==> src/rtl/core/ufd_pkg.sv <==
// shared types and constants for the uart frame deframer
`default_nettype none

package ufd_pkg;

  localparam int ByteW = 8;
  localparam int WordW = 16;
  localparam int PosW  = 3;
  localparam int CfgIdxW = 2;

  // input item codes
  localparam logic OP_BYTE = 1'b0;
  localparam logic OP_TICK = 1'b1;

  // command codes
  localparam logic [ByteW-1:0] CMD_DEVIATION = 8'h01;
  localparam logic [ByteW-1:0] CMD_DIGIT     = 8'h02;
  localparam logic [ByteW-1:0] CMD_STATUS    = 8'h03;
  localparam logic [ByteW-1:0] CMD_TRACK     = 8'h04;

  // configuration register indexes
  localparam logic [CfgIdxW-1:0] REG_TIMEOUT = 2'd0;
  localparam logic [CfgIdxW-1:0] REG_HEADER  = 2'd1;
  localparam logic [CfgIdxW-1:0] REG_FOOTER  = 2'd2;

  // configuration reset values
  localparam logic [ByteW-1:0] TIMEOUT_RST = 8'd10;
  localparam logic [ByteW-1:0] HEADER_RST  = 8'hAA;
  localparam logic [ByteW-1:0] FOOTER_RST  = 8'h55;

  // frame byte positions
  localparam logic [PosW-1:0] POS_FIRST = 3'd1;
  localparam logic [PosW-1:0] POS_LAST  = 3'd5;

  typedef struct packed {
    logic [ByteW-1:0] timeout_ticks;
    logic [ByteW-1:0] header_value;
    logic [ByteW-1:0] footer_value;
  } cfg_t;

  typedef struct packed {
    logic [ByteW-1:0] cmd;
    logic [ByteW-1:0] data_hi;
    logic [ByteW-1:0] data_lo;
  } frame_t;

endpackage

`default_nettype wire

==> src/rtl/core/ufd_front.sv <==
// front end: frame hunting, byte collection, timeout and frame checking
`default_nettype none

module ufd_front (
  input  wire logic                       clk,
  input  wire logic                       rst_n,
  input  wire ufd_pkg::cfg_t              cfg,
  input  wire logic                       in_valid,
  output logic                            in_stall,
  input  wire logic                       in_opcode,
  input  wire logic [ufd_pkg::ByteW-1:0]  in_rx_byte,
  output logic                            push_valid,
  input  wire logic                       push_ready,
  output ufd_pkg::frame_t                 push_frame
);

  logic                          collecting_r, collecting_nxt;
  logic [ufd_pkg::PosW-1:0]      pos_r, pos_nxt;
  logic [ufd_pkg::ByteW-1:0]     tick_r, tick_nxt;
  logic [ufd_pkg::ByteW-1:0]     frame_r [4];
  logic                          wr_en;
  logic [1:0]                    wr_idx;
  logic [ufd_pkg::ByteW-1:0]     tick_inc;
  logic [ufd_pkg::ByteW-1:0]     sum;
  logic                          accept;

  assign accept   = in_valid && !in_stall;
  assign in_stall = !push_ready;
  assign tick_inc = tick_r + 8'd1;
  assign sum      = frame_r[0] + frame_r[1] + frame_r[2];
  assign wr_idx   = 2'(pos_r - ufd_pkg::POS_FIRST);

  assign push_frame.cmd     = frame_r[0];
  assign push_frame.data_hi = frame_r[1];
  assign push_frame.data_lo = frame_r[2];

  always_comb begin
    collecting_nxt = collecting_r;
    pos_nxt        = pos_r;
    tick_nxt       = tick_r;
    wr_en          = 1'b0;
    push_valid     = 1'b0;
    if (accept) begin
      if (in_opcode == ufd_pkg::OP_TICK) begin
        if (collecting_r) begin
          tick_nxt = tick_inc;
          if (tick_inc >= cfg.timeout_ticks) begin
            collecting_nxt = 1'b0;
            pos_nxt        = '0;
          end
        end
      end else if (!collecting_r) begin
        if (in_rx_byte == cfg.header_value) begin
          collecting_nxt = 1'b1;
          pos_nxt        = ufd_pkg::POS_FIRST;
          tick_nxt       = '0;
        end
      end else if (pos_r >= ufd_pkg::POS_LAST) begin
        collecting_nxt = 1'b0;
        pos_nxt        = '0;
        push_valid     = (in_rx_byte == cfg.footer_value) && (sum == frame_r[3]);
      end else begin
        wr_en   = 1'b1;
        pos_nxt = pos_r + 3'd1;
      end
    end
  end

  always_ff @(posedge clk) begin
    if (!rst_n) begin
      collecting_r <= 1'b0;
      pos_r        <= '0;
      tick_r       <= '0;
    end else begin
      collecting_r <= collecting_nxt;
      pos_r        <= pos_nxt;
      tick_r       <= tick_nxt;
    end
  end

  always_ff @(posedge clk) begin
    if (wr_en) begin
      frame_r[wr_idx] <= in_rx_byte;
    end
  end

endmodule

`default_nettype wire

==> src/rtl/core/ufd_fifo.sv <==
// short frame queue between front end and back end
`default_nettype none

module ufd_fifo #(
  parameter int DEPTH = 2
) (
  input  wire logic            clk,
  input  wire logic            rst_n,
  input  wire logic            push_valid,
  output logic                 push_ready,
  input  wire ufd_pkg::frame_t push_frame,
  output logic                 pop_valid,
  input  wire logic            pop_ready,
  output ufd_pkg::frame_t      pop_frame
);

  localparam int PtrW = $clog2(DEPTH);
  localparam int CntW = $clog2(DEPTH + 1);
  localparam logic [PtrW-1:0] LastPtr = PtrW'(DEPTH - 1);
  localparam logic [CntW-1:0] FullCnt = CntW'(DEPTH);

  ufd_pkg::frame_t   mem_r [DEPTH];
  logic [PtrW-1:0]   wr_ptr_r, wr_ptr_nxt;
  logic [PtrW-1:0]   rd_ptr_r, rd_ptr_nxt;
  logic [CntW-1:0]   cnt_r, cnt_nxt;
  logic              do_push, do_pop;

  assign push_ready = (cnt_r != FullCnt);
  assign pop_valid  = (cnt_r != '0);
  assign pop_frame  = mem_r[rd_ptr_r];
  assign do_push    = push_valid && push_ready;
  assign do_pop     = pop_valid && pop_ready;

  always_comb begin
    wr_ptr_nxt = wr_ptr_r;
    rd_ptr_nxt = rd_ptr_r;
    cnt_nxt    = cnt_r;
    if (do_push) begin
      wr_ptr_nxt = (wr_ptr_r == LastPtr) ? '0 : wr_ptr_r + 1'b1;
    end
    if (do_pop) begin
      rd_ptr_nxt = (rd_ptr_r == LastPtr) ? '0 : rd_ptr_r + 1'b1;
    end
    if (do_push && !do_pop) begin
      cnt_nxt = cnt_r + 1'b1;
    end else if (do_pop && !do_push) begin
      cnt_nxt = cnt_r - 1'b1;
    end
  end

  always_ff @(posedge clk) begin
    if (!rst_n) begin
      wr_ptr_r <= '0;
      rd_ptr_r <= '0;
      cnt_r    <= '0;
    end else begin
      wr_ptr_r <= wr_ptr_nxt;
      rd_ptr_r <= rd_ptr_nxt;
      cnt_r    <= cnt_nxt;
    end
  end

  always_ff @(posedge clk) begin
    if (do_push) begin
      mem_r[wr_ptr_r] <= push_frame;
    end
  end

endmodule

`default_nettype wire

==> src/rtl/core/ufd_back.sv <==
// back end: command execution, held values and result register
`default_nettype none

module ufd_back (
  input  wire logic                             clk,
  input  wire logic                             rst_n,
  input  wire logic                             pop_valid,
  output logic                                  pop_ready,
  input  wire ufd_pkg::frame_t                  pop_frame,
  output logic                                  out_valid,
  input  wire logic                             out_stall,
  output logic        [ufd_pkg::ByteW-1:0]      out_frame_cmd,
  output logic signed [ufd_pkg::WordW-1:0]      out_deviation,
  output logic        [ufd_pkg::ByteW-1:0]      out_digit,
  output logic        [ufd_pkg::ByteW-1:0]      out_link_status,
  output logic signed [ufd_pkg::WordW-1:0]      out_track,
  output logic                                  out_digit_upd,
  output logic                                  out_track_upd
);

  logic [ufd_pkg::WordW-1:0] dev_r, dev_nxt;
  logic [ufd_pkg::ByteW-1:0] digit_r, digit_nxt;
  logic [ufd_pkg::ByteW-1:0] status_r, status_nxt;
  logic [ufd_pkg::WordW-1:0] track_r, track_nxt;
  logic                      nd_nxt, nt_nxt;
  logic                      valid_r;
  logic [ufd_pkg::WordW-1:0] word;
  logic                      do_pop;

  logic        [ufd_pkg::ByteW-1:0] cmd_r;
  logic signed [ufd_pkg::WordW-1:0] dev_out_r;
  logic        [ufd_pkg::ByteW-1:0] digit_out_r;
  logic        [ufd_pkg::ByteW-1:0] status_out_r;
  logic signed [ufd_pkg::WordW-1:0] track_out_r;
  logic                             nd_r, nt_r;

  assign word      = {pop_frame.data_hi, pop_frame.data_lo};
  assign pop_ready = !valid_r || !out_stall;
  assign do_pop    = pop_valid && pop_ready;

  always_comb begin
    dev_nxt    = dev_r;
    digit_nxt  = digit_r;
    status_nxt = status_r;
    track_nxt  = track_r;
    nd_nxt     = 1'b0;
    nt_nxt     = 1'b0;
    unique case (pop_frame.cmd)
      ufd_pkg::CMD_DEVIATION: dev_nxt = word;
      ufd_pkg::CMD_DIGIT: begin
        digit_nxt = pop_frame.data_lo;
        nd_nxt    = 1'b1;
      end
      ufd_pkg::CMD_STATUS: status_nxt = pop_frame.data_lo;
      ufd_pkg::CMD_TRACK: begin
        track_nxt = word;
        nt_nxt    = 1'b1;
      end
      default: ;
    endcase
  end

  always_ff @(posedge clk) begin
    if (!rst_n) begin
      valid_r  <= 1'b0;
      dev_r    <= '0;
      digit_r  <= '0;
      status_r <= '0;
      track_r  <= '0;
    end else begin
      if (do_pop) begin
        valid_r  <= 1'b1;
        dev_r    <= dev_nxt;
        digit_r  <= digit_nxt;
        status_r <= status_nxt;
        track_r  <= track_nxt;
      end else if (!out_stall) begin
        valid_r <= 1'b0;
      end
    end
  end

  always_ff @(posedge clk) begin
    if (do_pop) begin
      cmd_r        <= pop_frame.cmd;
      dev_out_r    <= $signed(dev_nxt);
      digit_out_r  <= digit_nxt;
      status_out_r <= status_nxt;
      track_out_r  <= $signed(track_nxt);
      nd_r         <= nd_nxt;
      nt_r         <= nt_nxt;
    end
  end

  assign out_valid       = valid_r;
  assign out_frame_cmd   = cmd_r;
  assign out_deviation   = dev_out_r;
  assign out_digit       = digit_out_r;
  assign out_link_status = status_out_r;
  assign out_track       = track_out_r;
  assign out_digit_upd   = nd_r;
  assign out_track_upd   = nt_r;

endmodule

`default_nettype wire

==> src/rtl/core/uart_frame_deframer_with_timeout.sv <==
// top level of the uart frame deframer with receive timeout
//
// input channel: in_valid / in_stall with in_opcode (0 byte, 1 millisecond tick)
// and in_rx_byte; a transfer happens when in_valid is high and in_stall is low.
// result channel: out_valid / out_stall with the accepted frame's command and
// the held deviation, digit, status and track plus digit_upd / track_upd flags.
// configuration: cfg_valid / cfg_ready with cfg_index and cfg_wdata; index 0
// timeout ticks, 1 header byte, 2 footer byte; write only while idle.
// throughput: one item per cycle while in_stall is low; the front end parses,
// a small queue of QUEUE_DEPTH frames decouples it from the back end and its
// result register. a checked frame is written into the queue at the footer
// transfer, then loaded into the result register, which raises out_valid.
// reset: hunting for the header, held values zero, registers at defaults,
// queue and result register empty.
// receiver stall: the result register holds; further frames fill the queue and
// in_stall rises only when the queue is full.
`default_nettype none

module uart_frame_deframer_with_timeout #(
  parameter int QUEUE_DEPTH = 2
) (
  input  wire logic                                   clk,
  input  wire logic                                   rst_n,
  input  wire logic                                   in_valid,
  output logic                                        in_stall,
  input  wire logic                                   in_opcode,
  input  wire logic        [ufd_pkg::ByteW-1:0]       in_rx_byte,
  output logic                                        out_valid,
  input  wire logic                                   out_stall,
  output logic             [ufd_pkg::ByteW-1:0]       out_frame_cmd,
  output logic signed      [ufd_pkg::WordW-1:0]       out_deviation,
  output logic             [ufd_pkg::ByteW-1:0]       out_digit,
  output logic             [ufd_pkg::ByteW-1:0]       out_link_status,
  output logic signed      [ufd_pkg::WordW-1:0]       out_track,
  output logic                                        out_digit_upd,
  output logic                                        out_track_upd,
  input  wire logic                                   cfg_valid,
  output logic                                        cfg_ready,
  input  wire logic        [ufd_pkg::CfgIdxW-1:0]     cfg_index,
  input  wire logic        [ufd_pkg::ByteW-1:0]       cfg_wdata
);

  ufd_pkg::cfg_t   cfg_r;
  ufd_pkg::frame_t push_frame, pop_frame;
  logic            push_valid, push_ready;
  logic            pop_valid, pop_ready;

  assign cfg_ready = 1'b1;

  always_ff @(posedge clk) begin
    if (!rst_n) begin
      cfg_r.timeout_ticks <= ufd_pkg::TIMEOUT_RST;
      cfg_r.header_value  <= ufd_pkg::HEADER_RST;
      cfg_r.footer_value  <= ufd_pkg::FOOTER_RST;
    end else if (cfg_valid && cfg_ready) begin
      if (cfg_index == ufd_pkg::REG_TIMEOUT) begin
        cfg_r.timeout_ticks <= cfg_wdata;
      end else if (cfg_index == ufd_pkg::REG_HEADER) begin
        cfg_r.header_value <= cfg_wdata;
      end else if (cfg_index == ufd_pkg::REG_FOOTER) begin
        cfg_r.footer_value <= cfg_wdata;
      end
    end
  end

  ufd_front u_front (
    .clk        (clk),
    .rst_n      (rst_n),
    .cfg        (cfg_r),
    .in_valid   (in_valid),
    .in_stall   (in_stall),
    .in_opcode  (in_opcode),
    .in_rx_byte (in_rx_byte),
    .push_valid (push_valid),
    .push_ready (push_ready),
    .push_frame (push_frame)
  );

  ufd_fifo #(
    .DEPTH (QUEUE_DEPTH)
  ) u_fifo (
    .clk        (clk),
    .rst_n      (rst_n),
    .push_valid (push_valid),
    .push_ready (push_ready),
    .push_frame (push_frame),
    .pop_valid  (pop_valid),
    .pop_ready  (pop_ready),
    .pop_frame  (pop_frame)
  );

  ufd_back u_back (
    .clk             (clk),
    .rst_n           (rst_n),
    .pop_valid       (pop_valid),
    .pop_ready       (pop_ready),
    .pop_frame       (pop_frame),
    .out_valid       (out_valid),
    .out_stall       (out_stall),
    .out_frame_cmd   (out_frame_cmd),
    .out_deviation   (out_deviation),
    .out_digit       (out_digit),
    .out_link_status (out_link_status),
    .out_track       (out_track),
    .out_digit_upd   (out_digit_upd),
    .out_track_upd   (out_track_upd)
  );

endmodule

`default_nettype wire

==> config.mk <==
export PLATFORM = sky130hd
export DESIGN_NAME = uart_frame_deframer_with_timeout
export DESIGN_NICKNAME = d
export VERILOG_FILES = /design/src/rtl/core/ufd_pkg.sv /design/src/rtl/core/ufd_front.sv /design/src/rtl/core/ufd_fifo.sv /design/src/rtl/core/ufd_back.sv /design/src/rtl/core/uart_frame_deframer_with_timeout.sv
export SDC_FILE = /design/constraint.sdc
export NUM_CORES = 1
export LEC_CHECK = 0
export BUFFER_PORTS_ARGS = -buffer_cell sky130_fd_sc_hd__buf_2
export CORE_UTILIZATION = 45
export DETAILED_ROUTE_END_ITERATION = 8
export HOLD_SLACK_MARGIN = 0.12
export PLACE_DENSITY_LB_ADDON = 0.08
export SYNTH_ARGS = -nofsm -noshare
export SYNTH_HDL_FRONTEND = slang
export SYNTH_SLANG_ARGS = --single-unit
==> constraint.sdc <==
create_clock -name clk -period 5.5 [get_ports clk]
set_input_delay 0.275 -clock clk [delete_from_list [all_inputs] [get_ports clk]]
set_output_delay 0.275 -clock clk [all_outputs]
set_load 0.03 [all_outputs]
Yosys cells after proc, flatten, opt, wreduce, memory -nomap -nowiden
Memory sizes are Yosys's and may differ from the RTL's. A register that Yosys moved wholly into a read port is not among the register bits.
Cells that the tools add are included.
{ "totals": {"out_inout_bits": 61, "regBits": 147, "word_cells": 113, "ram_bits": 80, "memories": 2, "rom_bits": 0, "latchBits": 0, "inputBits": 24} }
{ "classes": {"shifts": 0, "n_mux": 41, "n_lt_le_gt_ge": 2, "n_bitwise": 2, "eq_ne": 14, "reduce_logical": 22, "div_mod_pow": 0, "mul": 0, "addsub": 9} }
{ "mem_list": {"columns": ["name", "words", "word_bits", "read_ports", "rd_clocked_by_memory_dff", "write_ports", "line", "text"], "rows": [
  ["u_fifo.mem_r", 2, 24, 1, 1, 1, "ufd_fifo.sv:22", "ufd_pkg::frame_t mem_r [DEPTH];"],
  ["u_front.frame_r", 4, 8, 4, 0, 1, "ufd_front.sv:20", "logic [ufd_pkg::ByteW-1:0] frame_r [4];"]
]} }
{ "ops": {"columns": ["operator", "n"], "rows": [
  ["$mux W8", 6],
  ["$mux W16", 2],
  ["$mux W1", 25],
  ["$eq A8 B8 Y1", 3],
  ["$mux W3", 6],
  ["$add A8 B8 Y8", 2],
  ["$eq A8 B2 Y1 const B", 2],
  ["$reduce_and A4 Y1", 3],
  ["$add A8 B1 Y8 const B", 1],
  ["$eq A8 B1 Y1 const B", 1],
  ["$eq A8 B3 Y1 const B", 1],
  ["$ge A8 B8 Y1", 1],
  ["$reduce_bool A2 Y1", 4],
  ["$logic_and A1 B1 Y1", 6],
  ["$ne A2 B1 Y1 const B", 3],
  ["$logic_not A1 Y1", 5],
  ["$mux W2", 2],
  ["$ne A2 B2 Y1 const B", 2],
  ["$sub A2 B1 Y2 const B", 2],
  ["$add A3 B1 Y3 const B", 1],
  ["$ge A3 B3 Y1 const B", 1],
  ["$reduce_and A3 Y1", 1],
  ["$add A1 B1 Y1 const B", 2],
  ["$add A2 B1 Y2 const B", 1],
  ["6 further kinds", 7]
]} }

Depth between registers and ports, before layout
Gate-level depths: netlist of the first run.
An unclocked memory read counts as a cell.
{ "logic_depth": {"ltp_word": 14, "mapped_depth": 14, "mapped_depth_nobuf": 14} }

By module
From an unflattened synthesis of the first run, not the netlist that was laid out.
{ "unflattened": {"cells_unflattened": 728, "hier_area_um2": 9824.4} }
{ "by_module_without_submodules": {"columns": ["module", "area_per_inst_um2", "seq_area_each_um2", "cells_per_inst", "n_inst"], "rows": [
  ["ufd_back", 4265.3, 2722.6, 300, 1],
  ["ufd_front", 2568.7, 1201.2, 224, 1],
  ["ufd_fifo", 1969.4, 1541.5, 99, 1],
  ["uart_frame_deframer_with_timeout", 1021.0, 480.5, 105, 1]
]} }

Worst setup path after synthesis of the first run
OpenSTA, ideal clock, no wires.
{ "synth_timing": {"kind": "reg-to-reg", "startpoint": "register u_fifo.cnt_r[0]", "endpoint": "register u_fifo.cnt_r[1]", "path_stages_with_launch": 7, "period_less_slack_ps": 4596, "arrival_ps": 4525, "required_time_ps": 5429, "slack_ps": 904, "setup_time_ps": 71, "cell_sequence": "dfxtp_1 > nor2_1 > a21oi_1 > inv_1 > ha_1 > or3_1 > a21oi_1"} }
{ "synth_between": {"word_cells_on_any_way": 15} }
{ "synth_lines": {"columns": ["element", "line", "text"], "rows": [
  ["start, declared", "ufd_fifo.sv:25", "logic [CntW-1:0] cnt_r, cnt_nxt;"],
  ["start signal, assigned", "ufd_fifo.sv:59", "cnt_r <= cnt_nxt;"],
  ["$reduce_bool A2 Y1 (*)", "ufd_fifo.sv:29", "assign pop_valid = (cnt_r != '0);"],
  ["$logic_and A1 B1 Y1 (*)", null, null],
  ["via u_back.do_pop", "ufd_back.sv:28", "logic do_pop;"],
  ["$logic_not A1 Y1", "ufd_fifo.sv:44", "if (do_push && !do_pop) begin"],
  ["$logic_and A1 B1 Y1", "ufd_fifo.sv:44", null],
  ["$mux W2 / $reduce_bool A2 Y1 (equally long branches)", null, null]
]} }
Mark *: on every way through the listed nets, which the timed path passes. The rest lies on a longest branch. The select of a mux whose other input is x is not followed.
A chain may end at the register's enable or synchronous reset.

==> flow_summary.json, run 1 <==
{
  "outcome": "completed",
  "synth.avg_cell_area_um2": 12.2,
  "dp.cells": 1104,
  "cp.required_ns": 5.62,
  "async_flop_share_pct": 0,
  "synth.cell_area_um2": 9480,
  "ys.flop_type": "edfxtp_1",
  "drive_gt1_share_pct": 18.2,
  "clk_pin_slew_ns": 0.06,
  "hold_path_end": "u_front.pos_r[0]",
  "r2r-end": "u_fifo.mem_r[1][13]",
  "grt-ovfl-total": 0,
  "area_growth_pct": 17.6,
  "fmax_mhz": 247,
  "worst_ir_drop_vdd_mv": 0.202,
  "final_cells": 1169,
  "leakage_uw": 0.00405,
  "startpoint_type": "flip-flop",
  "slew_viol_final": 0,
  "finalCritPeriodShare_pct": 73.7,
  "grt_start_max_net_pins": 79,
  "grt_use_met2_pct": 30.9,
  "antenna_found_initial": 0,
  "regToRegSetupSlack_ns": 1.45,
  "synth_fp_nets": 830,
  "wirelength_mm": 18.8,
  "worst_setup_path_end_kind": "flip-flop",
  "hold_viol": 0,
  "start_util_pct": 46.4,
  "antenna_cells": 0,
  "holdWs_ns": 0.157,
  "cts_buffers": 25,
  "drc": 0,
  "ys_seq_area_share_pct": 62.7,
  "setup_viol": 0,
  "fp-row-count": 52,
  "use_met3_pct": 2.48,
  "cts_tree": "done",
  "ant_nets": 0,
  "finalCriticalPeriod_ns": 4.05,
  "max_slew_margin_pct": 25.4,
  "vias_per_cell": 5.11,
  "gp_congestion": 0.793,
  "r2r_start": "u_front.frame_r[2][1]",
  "hpwl_mm": 12.6,
  "grt_busiest_layer": "met2",
  "rsz0062_at_grt": "no",
  "grt_pass1_wl_mm": 30.9,
  "clockBufferDepth": 3,
  "grt_pass1_vias": 5997,
  "syn_inst": 777,
  "fin_setup_tns_ns": 0,
  "path_max_fanout": 24,
  "hp-start": "in_opcode",
  "hp-class": "in -> reg",
  "pwr_density_cell_nw_per_um2": 426,
  "portBuffers": 83,
  "clock_sinks": 228,
  "maxCapViolCount": 0,
  "ys_types": 52,
  "arrival_ns": 4.17,
  "synth_warnings": 0,
  "drtIter0Drc": 302,
  "finalNetCount": 934,
  "synth-edff-count": 138,
  "fp.dieH_um": 147,
  "post_cts_resized": 0,
  "hold_path_depth": 3,
  "die_w_um": 147,
  "worst_slew_pin_slew_ns": 1.12,
  "clock_latency_ns": 0.51,
  "cts_root_buf": "clkbuf_16",
  "use_met1_pct": 23.5,
  "critPathKind": "reg -> reg",
  "htree_levels": 1,
  "final.setup_skew_ns": 0.00844,
  "grt_usage_pct": 18.1,
  "dr.pass1.iters": 4,
  "io_pins": 85,
  "core_area_um2": 20400,
  "r2r_cells": 8,
  "dieArea_um2": 21600,
  "synth_seq_cells": 228,
  "dr_total_vias": 5973,
  "wire_per_inst_um": 16.1
}
[cell usage in the layout, fill, tap and decap left out, types with 16 or more instances in the layout]
cell type,count
nand2_1,37
edfxtp_1,138
xnor2_1,27
inv_1,19
buf_2,83
a211oi_1,35
clkbuf_16,25
mux2i_1,26
nor2_1,132
dlygate4sd3_1,20
a211oi_2,16
ha_1,21
a21oi_1,74
dfxtp_1,90
[cells in the mapped netlist, types with 8 or more instances]
library cell,number,area [um2]
fa_1,8,160
ha_1,21,263
inv_1,19,71.3
a21oi_1,75,375
buf_4,9,67.6
xor2_1,13,114
o21ai_0,9,45.0
a211oi_1,35,263
nor2_1,132,495
edfxtp_1,138,4140
nand3_1,13,65.1
dfxtp_1,90,1800
xnor2_1,27,236
mux2i_1,26,260
clkbuf_1,21,78.8
nand2_1,37,139
a211oi_2,16,200
[timing repair]
item,CTS,global route
hold endpoints to repair,57,0
endpoints found under the setup margin,0,0
hold buffers,20,0
buffers inserted,0,0
[state kept, by name (all words and copies together), names as in the netlist, 2 cells and up, named ones only]
signal and flops:
u_fifo.mem_r 48, u_back.dev_r 16, u_front.pos_r 3, u_back.track_r 16
u_back.out_track 16, u_back.digit_r 8, u_back.out_link_status 8, u_fifo.cnt_r 2
u_front.tick_r 8, u_back.out_digit 8, u_back.out_deviation 16, u_back.status_r 8
u_front.frame_r 32, u_back.out_frame_cmd 8, cfg_r 24
[cell type report]
class / count / area, um2
fillers: 1775 / 9290
flip-flops and latches: 228 / 5950
multi-input cells: 490 / 3270
repair buffers: 115 / 706
clock buffers: 34 / 699
well taps: 270 / 338
clock inverters: 11 / 105
inverters: 21 / 78.8
[cells by family (layout without fill, tap and decap cells)]
kind of cell    after synthesis  after routing  synth area share (%)
compound gates              152            152                  10.8
xor+xnor                     40             40                  3.70
fa+ha+maj                    29             29                  4.46
buf+inv                      59            181                  2.89
flops                       228            228                  62.7
mux                          33             33                  3.70
other cells                   1              1                0.0396
simple gates                235            235                  11.7
[layer usage]
layer,vias to the layer above,part of all wire [%]
met3,42,3.8
li1,2991,-
met1,2817,45
met2,123,48
met4,0,2.8
met5,-,0
[where the power goes]
group | total [uW] | internal [uW] | leakage, uW | switching (uW)
clock | 1620 | 980 | 0.000397 | 641
sequential | 2120 | 2060 | 0.00201 | 53.0
combinational | 1010 | 256 | 0.00165 | 753
total | 4750 | 3300 | 0.00405 | 1450
[worst max-delay path, stage by stage (launching register included)]
cell and delay, ns:
edfxtp_1 0.44, fa_1 0.50, ha_1 0.24, fa_1 0.47, xor2_1 0.19, nor4_1 0.28
nand3_1 0.11, nor4_1 0.47, and2_1 0.94
[worst max-delay path by stage]
stage	from	endpoint	slack, ns	cells after the start
finish	u_front.frame_r[2][1]	u_fifo.mem_r[1][13]	1.45	8
global route	u_front.frame_r[2][1]	u_fifo.mem_r[1][13]	1.14	8
CTS	u_front.frame_r[2][1]	u_fifo.mem_r[1][7]	1.42	8
detailed placement	u_front.frame_r[2][1]	u_fifo.mem_r[1][13]	1.45	8
global placement	u_front.frame_r[2][1]	u_fifo.mem_r[1][13]	1.54	8
floorplan	u_fifo.cnt_r[0]	u_fifo.cnt_r[1]	0.90	6
[stage by stage]
| stage | setup slack [ns] | util [%] | power (uW) | area [um2] |
|---|---|---|---|---|
| detailed placement | 1.45 | 49.6 | 3180 | 10100 |
| floorplan | 0.904 | - | 2880 | 9480 |
| CTS | 1.42 | 54.5 | 4810 | 11100 |
| finish | 1.45 | 54.5 | 4750 | 11100 |
| global route | 1.14 | 54.5 | 4950 | 11100 |
| global placement | 1.54 | 49.6 | 3160 | 10100 |
Note: power is estimated with default switching activity, not from simulation.
==> inputs of run 2 (changes only) <==
--- a/config.mk
+++ b/config.mk
@@ -5,6 +5,7 @@
 export SDC_FILE = /design/constraint.sdc
 export NUM_CORES = 1
 export LEC_CHECK = 0
+export ABC_AREA = 1
 export BUFFER_PORTS_ARGS = -buffer_cell sky130_fd_sc_hd__buf_2
 export CORE_UTILIZATION = 45
 export DETAILED_ROUTE_END_ITERATION = 8
==> constraint.sdc (replaced) <==
create_clock -name clk -period 3.5 [get_ports clk]
set_input_delay 0.175 -clock clk [delete_from_list [all_inputs] [get_ports clk]]
set_output_delay 0.175 -clock clk [all_outputs]
set_load 0.03 [all_outputs]
==> flow_summary.json, run 2 <==
{
  "top_regs": "u_fifo.mem_r (48), u_front.frame_r (32), cfg_r (24)",
  "fmax_mhz": 311,
  "worst_setup_path_end_kind": "flip-flop",
  "synth-edff-count": 138,
  "ys_types": 35,
  "async_flop_share_pct": 0,
  "seqPwrFrac_pct": 41.5,
  "vias_per_cell": 4.79,
  "grt_start_max_net_pins": 71,
  "drive_gt1_share_pct": 11.5,
  "power.internal_uw": 6040,
  "core_area_um2": 21800,
  "drc": 0,
  "hpwl_mm": 14.5,
  "gp_congestion": 0.799,
  "wire_per_inst_um": 14.0,
  "dp.cells": 1455,
  "grt_usage_pct": 19.4,
  "leakage_uw": 0.00551,
  "place_ws_ns": 0.169,
  "cp.required_ns": 3.90,
  "hp-class": "reg -> reg",
  "grt_pass1_wl_mm": 34.1,
  "outcome": "completed",
  "hold_viol": 0,
  "ys.flop_type": "edfxtp_1",
  "finalNetCount": 1289,
  "setup_viol": 0,
  "grt-ovfl-total": 0,
  "cts_root_buf": "clkbuf_16",
  "worst_slew_pin_slew_ns": 0.916,
  "synth_common_cells": "nand2_1 (326), nor2_1 (151), edfxtp_1 (138), inv_1 (132), dfxtp_1 (90)",
  "top_register": "u_fifo.mem_r",
  "clock_sinks": 228,
  "arrival_ns": 3.61,
  "worst_ir_drop_vdd_mv": 0.416,
  "drtIter0Drc": 401,
  "largest_reg_flops": 48,
  "synth.avg_cell_area_um2": 9.00,
  "slew_viol_final": 0,
  "clockBufferDepth": 3,
  "final_cells": 1534,
  "holdWs_ns": 0.463,
  "multi_input_area_um2": 3430,
  "hold_path_depth": 1,
  "maxCapViolCount": 0,
  "clock_latency_ns": 0.51,
  "switching_power_uw": 3530,
  "setup_ws_ns": 0.287,
  "fin_setup_tns_ns": 0,
  "fillers": 2005,
  "clockPowerShare_pct": 25.3,
  "synth_warnings": 0,
  "ant_nets": 0,
  "io_pins": 85,
  "yosysTopAreaCellShare_pct": 41.4,
  "hold_path_end": "u_fifo.rd_ptr_r",
  "clk_pin_slew_ns": 0.06,
  "regArea_um2": 5950,
  "ys_seq_area_share_pct": 59.4,
  "syn_inst": 1113,
  "r2r_start": "u_front.frame_r[2][1]",
  "wirelength_mm": 21.5,
  "total_power_uw": 9570,
  "dr.pass1.iters": 5,
  "final_cell_mix": "nand2_1 (326), nor2_1 (149), edfxtp_1 (138)",
  "synth_top_cell_by_area": "edfxtp_1",
  "synth.most_common_cell": "nand2_1",
  "htree_levels": 1,
  "max_slew_margin_pct": 38.7,
  "cts_tree": "done",
  "finalCritPeriodShare_pct": 91.8,
  "cts_buffers": 25,
  "fp-row-count": 54,
  "die_w_um": 151,
  "hp-start": "u_fifo.rd_ptr_r",
  "grt_pass1_vias": 6746,
  "portBuffers": 83,
  "combPwrFrac_pct": 33.1,
  "synth_seq_cells": 228,
  "start_util_pct": 45.9,
  "synth_fp_nets": 1166,
  "critPathKind": "reg -> reg",
  "startpoint_type": "flip-flop",
  "pwr_density_cell_nw_per_um2": 807,
  "cp-startpoint": "u_front.frame_r[2][1]",
  "antenna_cells": 0,
  "r2r-end": "u_fifo.cnt_r[1]",
  "netlist_top_cells_area": "edfxtp_1 (41%), dfxtp_1 (18%), nand2_1 (12%)",
  "antenna_found_initial": 0,
  "layout_commonest_cell": "nand2_1",
  "dr_total_vias": 7348,
  "fp.dieH_um": 151,
  "r2r_cells": 18,
  "finalCriticalPeriod_ns": 3.21,
  "final.setup_skew_ns": 0.0111,
  "synth.cell_area_um2": 10000,
  "path_max_fanout": 3,
  "dieArea_um2": 22800,
  "regToRegSetupSlack_ns": 0.29,
  "switching_share_pct": 36.9,
  "area_growth_pct": 18.4
}
-- run 2: changes by cell type after synthesis, moves of 19 or more --
cell,change
inv_1,+113
nor2_1,+19
nand2_1,+289
a211oi_1,-35
o21ai_0,+27
a21oi_1,-46
nand3_1,+62
mux2i_1,-26
-- run 2: final cells by class --
type	count	area share [%]
Clock inverter	5	0.390
Sequential cell	228	50.1
Multi-Input combinational cell	716	28.9
Inverter	137	4.36
Tap cell	280	2.95
Clock buffer	40	5.92
Timing Repair Buffer	128	7.30
-- run 2: worst max-delay path by stage --
stage | endpoint | slack [ns] | cells past startpoint
4_1_cts | u_fifo.cnt_r[1] | 0.15 | 18
3_3_place_gp | u_fifo.cnt_r[1] | 0.21 | 18
5_1_grt | u_fifo.cnt_r[1] | -0.02 | 18
6_report | u_fifo.cnt_r[1] | 0.29 | 18
3_5_place_dp | u_fifo.cnt_r[1] | 0.17 | 18
2_1_floorplan | u_fifo.mem_r[0][0] | -0.17 | 13
-- run 2: worst max-delay path, cell delays in order (launching register included) --
cell	delay, ns
edfxtp_1	0.42
fa_1	0.49
ha_2	0.21
fa_1	0.50
inv_1	0.05
nand2_1	0.06
nand2_1	0.05
nor2_1	0.08
nand2_1	0.05
nor2_1	0.08
nand4_1	0.09
nor2_1	0.10
nand4_1	0.17
inv_1	0.10
ha_1	0.25
a21oi_1	0.12
o21ai_1	0.09
o21ai_1	0.12
a21oi_1	0.05
-- run 2: metrics by stage --
stage                     instance area [um2]  util [%]
final                                   11900      54.3
after global routing                    11900      54.3
after CTS                               11800      54.2
after detailed placement                10800      49.4
after global placement                  10800      49.4
after floorplan                         10000         -
-- run 2: power groups by stage --
stage / combinational [uW] / clock (uW) / sequential (uW)
finish: 3170 / 2420 / 3970
global route: 3560 / 2580 / 4050
CTS: 3200 / 2480 / 3980
detailed placement: 3160 / 0 / 4030
global placement: 3130 / 0 / 4010
floorplan: 1570 / 0 / 4760
-- run 2: what timing repair did --
item                                    in CTS  in global routing
hold endpoints to repair                    59                  0
hold buffers                                30                  0
setup buffers                                0                  4
endpoints found under the setup margin       0                  1
gates resized for setup                      0                  3
-- run 2: cells by family (layout without fill, tap and decap cells) --
logic type / count (synthesis) / in the layout / share of synthesized area, %
AND/OR/NAND/NOR: 574 / 574 / 23.3
other: 1 / 1 / 0.0375
XOR/XNOR: 19 / 19 / 1.66
buffers and inverters: 169 / 310 / 6.45
AO/OA/AOI/OAI: 93 / 93 / 4.97
adder cells (fa/ha/maj): 29 / 29 / 4.22
flip-flops: 228 / 228 / 59.4
-- run 2: routing by layer --
layer  global-route usage [%]  vias up  share of wire, %
met5                        0        -                 0
met4                     5.85        0               2.1
met3                     2.86       34               4.3
met2                     33.4      156                48
met1                     25.1     3345                45
li1                         -     3813                 -
==> inputs of run 3 (changes only) <==
--- a/config.mk
+++ b/config.mk
@@ -6,11 +6,11 @@
 export NUM_CORES = 1
 export LEC_CHECK = 0
 export ABC_AREA = 1
-export BUFFER_PORTS_ARGS = -buffer_cell sky130_fd_sc_hd__buf_2
+export BUFFER_PORTS_ARGS = -buffer_cell sky130_fd_sc_hd__buf_4
 export CORE_UTILIZATION = 45
 export DETAILED_ROUTE_END_ITERATION = 8
 export HOLD_SLACK_MARGIN = 0.12
-export PLACE_DENSITY_LB_ADDON = 0.08
+export PLACE_DENSITY = 0.75
 export SYNTH_ARGS = -nofsm -noshare
 export SYNTH_HDL_FRONTEND = slang
 export SYNTH_SLANG_ARGS = --single-unit
==> flow_summary.json, run 3 (same netlist as run 2, synthesis figures left out) <==
{
  "area_growth_pct": 21.0,
  "outcome": "completed",
  "layout_commonest_cell": "nand2_1",
  "top_regs": "u_fifo.mem_r (48), u_front.frame_r (32), cfg_r (24)",
  "critical-path-top-delay-family": "adder cells",
  "grt_usage_pct": 19.2,
  "path_depth": 18,
  "finalCriticalPeriod_ns": 3.27,
  "maxCapViolCount": 0,
  "htree_levels": 1,
  "die_w_um": 151,
  "cp.required_ns": 3.90,
  "fp.dieH_um": 151,
  "dp.cells": 1452,
  "largest_reg_flops": 48,
  "drive_gt1_share_pct": 12.0,
  "dr_total_vias": 7575,
  "grt_pass1_wl_mm": 34.4,
  "gp_congestion": 0.841,
  "max_slew_margin_pct": 39.0,
  "fin_setup_tns_ns": 0,
  "vias_per_cell": 4.95,
  "regArea_um2": 5950,
  "core_area_um2": 21800,
  "drtIter0Drc": 536,
  "multi_input_area_um2": 3440,
  "fillers": 1874,
  "worst_ir_drop_vdd_mv": 0.449,
  "hp-start": "cfg_valid",
  "hp-class": "in -> reg",
  "grt_start_max_net_pins": 77,
  "leakage_uw": 0.00560,
  "fmax_mhz": 306,
  "cts_tree": "done",
  "wire_per_inst_um": 14.0,
  "endpoint": "u_fifo.cnt_r[1]",
  "grt_pass1_vias": 7134,
  "setup_viol": 0,
  "drc": 0,
  "finalCritPeriodShare_pct": 93.3,
  "worst_setup_path_end_kind": "flip-flop",
  "cts_root_buf": "clkbuf_16",
  "hold_viol": 0,
  "dieArea_um2": 22800,
  "fp-row-count": 54,
  "final.setup_skew_ns": 0.0174,
  "clk_pin_slew_ns": 0.06,
  "worst_slew_pin_slew_ns": 0.912,
  "grt-ovfl-total": 0,
  "slew_viol_final": 0,
  "rsz0062_at_grt": "no",
  "hpwl_mm": 14.0,
  "ant_nets": 0,
  "r2r-end": "u_fifo.cnt_r[1]",
  "cts_buffers": 24,
  "final_cells": 1531,
  "holdWs_ns": 0.198,
  "clock_latency_ns": 0.52,
  "r2r_cells": 18,
  "max_stage_delay_ns": 0.55,
  "path_buf_inv": 2,
  "antenna_cells": 0,
  "antenna_found_initial": 0,
  "pwr_density_cell_nw_per_um2": 820,
  "cp-startpoint": "u_front.frame_r[2][1]",
  "arrival_ns": 3.66,
  "worstPathCellList": "fa_1, ha_2, fa_1, inv_1, nand2_1, nand2_1, nor2_1, nand2_1, nor2_1, nand4_1, nor2_1, nand4_1, inv_1, ha_1, a21oi_2, o21ai_1, o21ai_1, a21oi_1",
  "portBuffers": 83,
  "start_util_pct": 45.9,
  "critPathKind": "reg -> reg",
  "clockBufferDepth": 3,
  "wirelength_mm": 21.5,
  "startpoint_type": "flip-flop",
  "crit_path_top_delay_cell": "fa_1",
  "finalNetCount": 1286,
  "clock_sinks": 228,
  "r2r_start": "u_front.frame_r[2][1]",
  "regToRegSetupSlack_ns": 0.23,
  "dr.pass1.iters": 5,
  "top_register": "u_fifo.mem_r",
  "final_cell_mix": "nand2_1 (326), nor2_1 (149), edfxtp_1 (138)",
  "io_pins": 85,
  "path_max_fanout": 3
}
[run 3: area by class of cell]
cell class                      count  share of cell area (%)
Clock buffer                       31                    5.34
Clock inverter                     13                    1.25
Inverter                          137                    4.27
Multi-Input combinational cell    716                    28.4
Sequential cell                   228                    49.1
Tap cell                          280                    2.89
Timing Repair Buffer              126                    8.80
[run 3: worst min-delay path, stage by stage]
cell and delay (ns):
buf_4 0.12, inv_1 0.07, nor3_1 0.13, nand2_1 0.09, nand3_1 0.07
[run 3: worst min-delay path by stage]
stage | cells after the start | endpoint | slack [ns]
2_1_floorplan | 0 | u_front.frame_r[0][0] | 0.27
3_3_place_gp | 3 | cfg_r[4] | 0.41
3_5_place_dp | 3 | cfg_r[4] | 0.42
4_1_cts | 5 | cfg_r[15] | 0.17
5_1_grt | 5 | cfg_r[15] | 0.25
6_report | 5 | cfg_r[15] | 0.20
[run 3: metal layers]
layer | global-route usage [%] | routed length, um | vias up
met5 | 0 | 0 | -
met1 | 23.4 | 8960 | 3507
li1 | - | - | 3806
met3 | 3.13 | 1150 | 36
met2 | 34.9 | 10900 | 226
met4 | 5.30 | 472 | 0
[run 3: repair_timing]
| action | CTS | global route |
|---|---|---|
| setup buffers | 0 | 2 |
| hold buffers | 33 | 0 |
| endpoints found under the setup margin | 0 | 1 |
| resized for setup | 0 | 4 |
| hold endpoints to repair | 65 | 0 |
[run 3: metrics by stage]
step | total power (uW) | worst slack (ns) | utilization, % | area, um2
3_3_place_gp | 7250 | 0.202 | 50.2 | 11000
5_1_grt | 10500 | 0.00817 | 55.5 | 12100
3_5_place_dp | 7390 | 0.149 | 50.2 | 11000
6_report | 9940 | 0.233 | 55.5 | 12100
2_1_floorplan | 6340 | -0.166 | - | 10000
4_1_cts | 9990 | 0.129 | 55.4 | 12100
[run 3: report_power, final]
group	switching (uW)	internal, uW	total (uW)
sequential	270	3730	4000
clock	1030	1530	2560
combinational	2310	1070	3380
total	3610	6330	9940
